<file path="config.mk">
export PLATFORM = sky130hd
export DESIGN_NAME = fvcw_isqrt
export DESIGN_NICKNAME = d
export VERILOG_FILES = /design/src/hdl/fvcw_pkg.sv /design/src/hdl/fvcw_isqrt.sv
export SDC_FILE = /design/constraint.sdc
export NUM_CORES = 2
export LEC_CHECK = 0
export BUFFER_PORTS_ARGS = -buffer_cell sky130_fd_sc_hd__buf_2
export CAP_MARGIN = 25
export CORE_ASPECT_RATIO = 1.75
export CORE_MARGIN = 3
export CORE_UTILIZATION = 55
export DETAILED_ROUTE_END_ITERATION = 10
export GPL_TIMING_DRIVEN = 0
export PLACE_DENSITY = 0.82
export SLEW_MARGIN = 40
export SYNTH_ARGS = -nofsm -noshare
export SYNTH_HDL_FRONTEND = slang
export SYNTH_SLANG_ARGS = --single-unit
export TNS_END_PERCENT = 1
</file>
<file path="constraint.sdc">
create_clock -name clk -period 9.75 [get_ports clk]
set_input_delay 0.4875 -clock clk [delete_from_list [all_inputs] [get_ports clk]]
set_output_delay 0.4875 -clock clk [all_outputs]
set_load 0.005 [all_outputs]
</file>
<file path="src/hdl/fvcw_pkg.sv">
// Shared constants, types and the color wheel table of the flow color coder.
// Used by every module of the block; depends on nothing.
`timescale 1ns / 1ps
`default_nettype none
package fvcw_pkg;

	// Input and gain widths.
	localparam int FLOW_WIDTH = 16;
	localparam int GAIN_WIDTH = 16;
	localparam int SCALED_WIDTH = FLOW_WIDTH + GAIN_WIDTH + 1;
	localparam int MAG_WIDTH = FLOW_WIDTH + GAIN_WIDTH;
	localparam logic [GAIN_WIDTH-1:0] GAIN_RESET = 16'd256;

	// Color wheel segments.
	localparam int SEG_RY = 15;
	localparam int SEG_YG = 6;
	localparam int SEG_GC = 4;
	localparam int SEG_CB = 11;
	localparam int SEG_BM = 13;
	localparam int SEG_MR = 6;
	localparam int WHEEL_SIZE = SEG_RY + SEG_YG + SEG_GC + SEG_CB + SEG_BM + SEG_MR;
	localparam int FULL = 255;

	// CORDIC geometry.
	localparam int CORDIC_STEPS = 24;
	localparam int NORM_MSB = 45;
	localparam int CX_WIDTH = 50;
	localparam int CZ_WIDTH = 34;
	localparam int CORDIC_LAT = CORDIC_STEPS + 4;

	// Square root geometry.
	localparam int ROOT_WIDTH = 17;
	localparam int SQ_WIDTH = 2 * ROOT_WIDTH;
	localparam int REM_WIDTH = ROOT_WIDTH + 2;
	localparam int ISQRT_LAT = ROOT_WIDTH + 2;
	localparam int ISQRT_PAD = CORDIC_LAT - ISQRT_LAT;

	localparam int COLOR_LAT = 3;
	localparam int LAT_TOTAL = 2 + CORDIC_LAT + COLOR_LAT;

	// Binary angle constants (2^32 is one turn).
	localparam logic [31:0] HALF_TURN = 32'h8000_0000;
	localparam logic [31:0] QUARTER_TURN = 32'h4000_0000;
	localparam logic [31:0] THREE_QUARTER = 32'hC000_0000;
	localparam logic [29:0] PHI_MAX = 30'h3FFF_FFFF;

	localparam logic [29:0] ATAN_TURN [CORDIC_STEPS] = '{
		30'd536870912, 30'd316933406, 30'd167458907, 30'd85004756,
		30'd42667331, 30'd21354465, 30'd10679838, 30'd5340245,
		30'd2670163, 30'd1335087, 30'd667544, 30'd333772,
		30'd166886, 30'd83443, 30'd41722, 30'd20861,
		30'd10430, 30'd5215, 30'd2608, 30'd1304,
		30'd652, 30'd326, 30'd163, 30'd81
	};

	// Magnitudes and signs of one scaled vector.
	typedef struct packed {
		logic [MAG_WIDTH-1:0] ax;
		logic [MAG_WIDTH-1:0] ay;
		logic                 x_neg;
		logic                 y_neg;
		logic                 x_zero;
		logic                 y_zero;
	} vec_t;

	// Sign and axis flags that ride along the CORDIC stages.
	typedef struct packed {
		logic x_neg;
		logic y_neg;
		logic x_zero;
		logic y_zero;
	} quad_t;

	// One wheel entry: red in bits 7:0, green 15:8, blue 23:16.
	typedef logic [WHEEL_SIZE-1:0][23:0] wheel_rom_t;

	function automatic wheel_rom_t build_wheel();
		wheel_rom_t rom;
		int r, g, b, i;
		for (int k = 0; k < WHEEL_SIZE; k++) begin
			if (k < SEG_RY) begin
				i = k; r = FULL; g = FULL * i / SEG_RY; b = 0;
			end else if (k < SEG_RY + SEG_YG) begin
				i = k - SEG_RY; r = FULL - FULL * i / SEG_YG; g = FULL; b = 0;
			end else if (k < SEG_RY + SEG_YG + SEG_GC) begin
				i = k - SEG_RY - SEG_YG; r = 0; g = FULL; b = FULL * i / SEG_GC;
			end else if (k < SEG_RY + SEG_YG + SEG_GC + SEG_CB) begin
				i = k - SEG_RY - SEG_YG - SEG_GC; r = 0; g = FULL - FULL * i / SEG_CB; b = FULL;
			end else if (k < WHEEL_SIZE - SEG_MR) begin
				i = k - (WHEEL_SIZE - SEG_MR - SEG_BM); r = FULL * i / SEG_BM; g = 0; b = FULL;
			end else begin
				i = (k - (WHEEL_SIZE - SEG_MR)) % SEG_MR; r = FULL; g = 0;
				b = FULL - FULL * i / SEG_MR;
			end
			rom[k] = {8'(b), 8'(g), 8'(r)};
		end
		return rom;
	endfunction

	localparam wheel_rom_t WHEEL_ROM = build_wheel();

endpackage
`default_nettype wire

</file>
<file path="src/hdl/fvcw_isqrt.sv">
// Radius path: squares, unit circle test, and a bit-per-stage integer
// square root, delayed to line up with the angle path. Depends on fvcw_pkg.
`timescale 1ns / 1ps
`default_nettype none
module fvcw_isqrt (
	input  wire logic                     clk,
	input  wire logic                     en,
	input  wire fvcw_pkg::vec_t           vin,
	output logic [fvcw_pkg::ROOT_WIDTH-1:0] radius,
	output logic                          in_circle
);
	import fvcw_pkg::*;

	logic [SQ_WIDTH-1:0]   sqa_q1, sqb_q1;
	logic                  small_q1;
	logic [SQ_WIDTH:0]     sum;
	logic [SQ_WIDTH-1:0]   sv_s [0:ROOT_WIDTH];
	logic [REM_WIDTH-1:0]  rem_s [0:ROOT_WIDTH];
	logic [ROOT_WIDTH-1:0] root_s [0:ROOT_WIDTH];
	logic                  in_s [0:ROOT_WIDTH];
	logic [ROOT_WIDTH-1:0] rpad_s [0:ISQRT_PAD];
	logic                  ipad_s [0:ISQRT_PAD];

	// Squares, only meaningful when both magnitudes are at most one.
	always_ff @(posedge clk) begin
		if (en) begin
			small_q1 <= (vin.ax <= 32'h0001_0000) && (vin.ay <= 32'h0001_0000);
			sqa_q1   <= vin.ax[ROOT_WIDTH-1:0] * vin.ax[ROOT_WIDTH-1:0];
			sqb_q1   <= vin.ay[ROOT_WIDTH-1:0] * vin.ay[ROOT_WIDTH-1:0];
		end
	end

	assign sum = {1'b0, sqa_q1} + {1'b0, sqb_q1};

	always_ff @(posedge clk) begin
		if (en) begin
			sv_s[0]   <= sum[SQ_WIDTH-1:0];
			in_s[0]   <= small_q1 && (sum <= 35'h1_0000_0000);
			rem_s[0]  <= '0;
			root_s[0] <= '0;
		end
	end

	// One root bit per stage, two radicand bits consumed each time.
	for (genvar j = 0; j < ROOT_WIDTH; j++) begin : g_root
		logic [REM_WIDTH+1:0] ex, trial;
		assign ex    = {rem_s[j], sv_s[j][SQ_WIDTH-1:SQ_WIDTH-2]};
		assign trial = {2'b0, root_s[j], 2'b01};
		always_ff @(posedge clk) begin
			if (en) begin
				sv_s[j+1] <= sv_s[j] << 2;
				in_s[j+1] <= in_s[j];
				if (ex >= trial) begin
					rem_s[j+1]  <= REM_WIDTH'(ex - trial);
					root_s[j+1] <= {root_s[j][ROOT_WIDTH-2:0], 1'b1};
				end else begin
					rem_s[j+1]  <= REM_WIDTH'(ex);
					root_s[j+1] <= {root_s[j][ROOT_WIDTH-2:0], 1'b0};
				end
			end
		end
	end

	// Delay line to match the angle path.
	assign rpad_s[0] = root_s[ROOT_WIDTH];
	assign ipad_s[0] = in_s[ROOT_WIDTH];
	for (genvar d = 0; d < ISQRT_PAD; d++) begin : g_pad
		always_ff @(posedge clk) begin
			if (en) begin
				rpad_s[d+1] <= rpad_s[d];
				ipad_s[d+1] <= ipad_s[d];
			end
		end
	end

	assign radius    = rpad_s[ISQRT_PAD];
	assign in_circle = ipad_s[ISQRT_PAD];

endmodule
`default_nettype wire

</file>
==> metrics <==
status complete, no violations; CTS tree done; Post-CTS Hold Buffers 0; Final min period 7.70 ns; reg2reg end in_s[0]; Fill cells 7889; CP endpoint sqa_q1[32]; Synth Net Count 5690; Static Leak 27.4 nW; vias in the first global route 38900; WP data required 10.16 ns; DR pass1 iterations 8; final worst-path cycle share 0.790; kind of end point of the critical path flip-flop; Clock Sinks 988; Residual DRC 0; fin cells 6415; Final Util 0.608; most common cell after layout, fill and taps aside edfxtp_1; Clock Path Buffers 3; ys async rst share 0; share of cells above drive strength 1 0.0624; crit path from vin[38]; FF+latch count, synth 988; CTS buffer count 88; CP arrival 8.12 ns; Post-CTS Setup Bufs 0; Primary FF master, synth edfxtp_1; drt wl/cell 18.5 um; commonest non-fill, non-tap cells in the layout edfxtp_1 (987), inv_1 (786), ha_1 (421); Hold WS 0.0861 ns; Min-Delay Path Class input port to flip-flop; Max-Cap Viols 0; Final #Nets 5872; Power Dens Cells 311 nW/um^2; PnR Total Power 19.9 mW; RR Startpoint sqb_q1[3]; clk slew on worst S/H paths 0.06 ns; Synth area leaders edfxtp_1 (51%), fa_1 (13%), ha_1 (9.0%); DR vias 36100; Avg Inst Size Synth 12.2 sq um; GRT overflow 0; unrepaired setup endpoints after global routing false; antenna violations before repair 2; EDFF count, synth 987; clock skew 0.0213 ns; die height 438 um; vias per std cell 5.62; layout overhead on the synthesized area 9.13%; number of distinct library cells after synthesis 81; worst skew pair latency 0.67 ns; Routed WL 119 mm; setup tns final 0 ns; Slew Viols, Final 0; H-tree lvl count 3; All-Layer GR Usage 0.219; largest net degree at the start of global routing 91; Post-Synthesis Cells 4812; number of primary I/O pins 88; Synthesis Warnings 0; DRT antenna net count 0; headroom to the max-slew limit 0.426; core area 105000 sq um; placed instance count 6255; Starting Density 0.557; Worst-Margin Slew 0.854 ns; port bufs 81; Peak Freq 130 MHz; Final HPWL DP 91.1 mm; post-synthesis cell area 58700 sq um; setup slack, reg-to-reg 5.65 ns; reg2reg path depth 12; first-pass GRT wire length 190 mm; Placer Congestion 0.941; WS Path Type input port to flip-flop; Hold Fails Final Rpt 0; Setup Viol. Count Final 0; area leader, netlist edfxtp_1; area fraction of the dominant cell type after synthesis 0.505; row cnt 157; startpoint types input port; root buffer cell clkbuf_16; initial drt markers 2163; maximum fanout along the worst path 10; post-synthesis sequential area ratio 0.506; post-CTS sizing 0; die area 111000 sq um; VDD IR max 0.000440 V; Die Width 253 um
==> where the power goes <==
group | total [mW] | leakage [nW] | internal [mW] | switching, mW
clock network | 3.51 | 1.41 | 1.98 | 1.53
logic | 10.1 | 16.5 | 4.19 | 5.88
registers | 6.31 | 9.51 | 5.97 | 0.349
==> cells in the mapped netlist (9+ instances only) <==
library cell,count
a21oi_1,215
and2_1,135
o21ai_1,28
nor3_1,100
xor2_1,115
or3_1,29
nand3_1,59
edfxtp_1,987
o21a_1,55
a21boi_0,12
nand4b_1,14
or4_1,15
mux2_2,9
nor4_1,52
o21bai_1,19
a21o_1,69
nand4_1,37
nand3b_1,11
ha_1,421
nand2b_1,58
xnor2_1,184
nor2_1,230
nand2_1,324
inv_1,786
and3_1,16
nor2b_1,38
buf_4,17
a211oi_1,13
clkbuf_1,101
fa_1,387
a31oi_1,13
or2_2,24
o31ai_1,18
o21ai_0,128
==> metrics by stage <==
| stage | area, sq um | worst slack [ns] |
|---|---|---|
| 6_report | 64000 | 2.05 |
| 5_1_grt | 64000 | 1.67 |
| 4_1_cts | 64000 | 2.00 |
| 3_5_place_dp | 61100 | 1.28 |
| 3_3_place_gp | 60700 | -3.06 |
| 2_1_floorplan | 58700 | 2.74 |
==> critical path, cell delays in order <==
cell and delay, ns:
buf_2 0.13, clkbuf_1 0.40, clkbuf_1 0.58, nand2_1 0.17, fa_1 0.66, inv_1 0.09, fa_1 0.51, fa_1 0.52
fa_1 0.52, fa_1 0.55, inv_1 0.06, fa_1 0.52, inv_1 0.04, ha_1 0.36, and3_1 0.20, nand3_1 0.15
o21bai_1 0.19, a2111oi_1 0.63, nor4_1 0.11, or4_1 0.57, a31oi_1 0.29, a21o_1 0.18, a21oi_1 0.07, xnor2_1 0.12
==> state kept, by name (all words and copies together), names as in the netlist <==
name / flops
sqb_q1: 33
ipad_s: 8
rpad_s: 136
in_circle: 1
sqa_q1: 33
in_s: 18
rem_s: 282
sv_s: 306
radius: 17
small_q1: 1
root_s: 153
==> layout make-up <==
type                       count  area [sq um]  area share
antenna                        1          2.50   0.0000391
clock buffer                 103          2300      0.0359
multi-input combinational   2913         25500       0.399
inverter                     787          2950      0.0462
sequential                   988         29700       0.463
timing repair buffer          92           718      0.0112
clock inverter                56           621     0.00970
buffer                       124           553     0.00864
tap                         1351          1690      0.0264
==> worst min-delay path by stage <==
| stage | cells past startpoint | to | startpoint |
|---|---|---|---|
| CTS | 1 | sqb_q1[0] | vin[4] |
| global route | 1 | sqb_q1[0] | vin[4] |
| floorplan | 0 | in_circle | ipad_s[1] |
| global placement | 0 | sv_s[5][11] | sv_s[4][9] |
| detailed placement | 0 | in_s[17] | in_s[16] |
| finish | 1 | sqb_q1[0] | vin[4] |
==> logic make-up after synthesis <==
group | after synthesis | share of synthesized area
XOR/XNOR | 300 | 0.0449
buffers and inverters | 911 | 0.0595
multiplexers | 11 | 0.00207
AND/OR/NAND/NOR | 1168 | 0.100
flip-flops | 988 | 0.506
AO/OA/AOI/OAI | 626 | 0.0659
adder cells (fa/ha/maj) | 808 | 0.222
==> layer usage <==
| metal | global-route usage | vias up | wire length (um) | part of all wire |
|---|---|---|---|---|
| li1 | - | 16800 | - | - |
| met1 | 0.196 | 17600 | 37300 | 0.31 |
| met2 | 0.424 | 1162 | 65300 | 0.55 |
| met3 | 0.0336 | 554 | 5080 | 0.043 |
| met4 | 0.177 | 2 | 10900 | 0.092 |
| met5 | 0 | - | 16 | 0.00013 |
No activity file was read; power rests on OpenSTA's default activity.
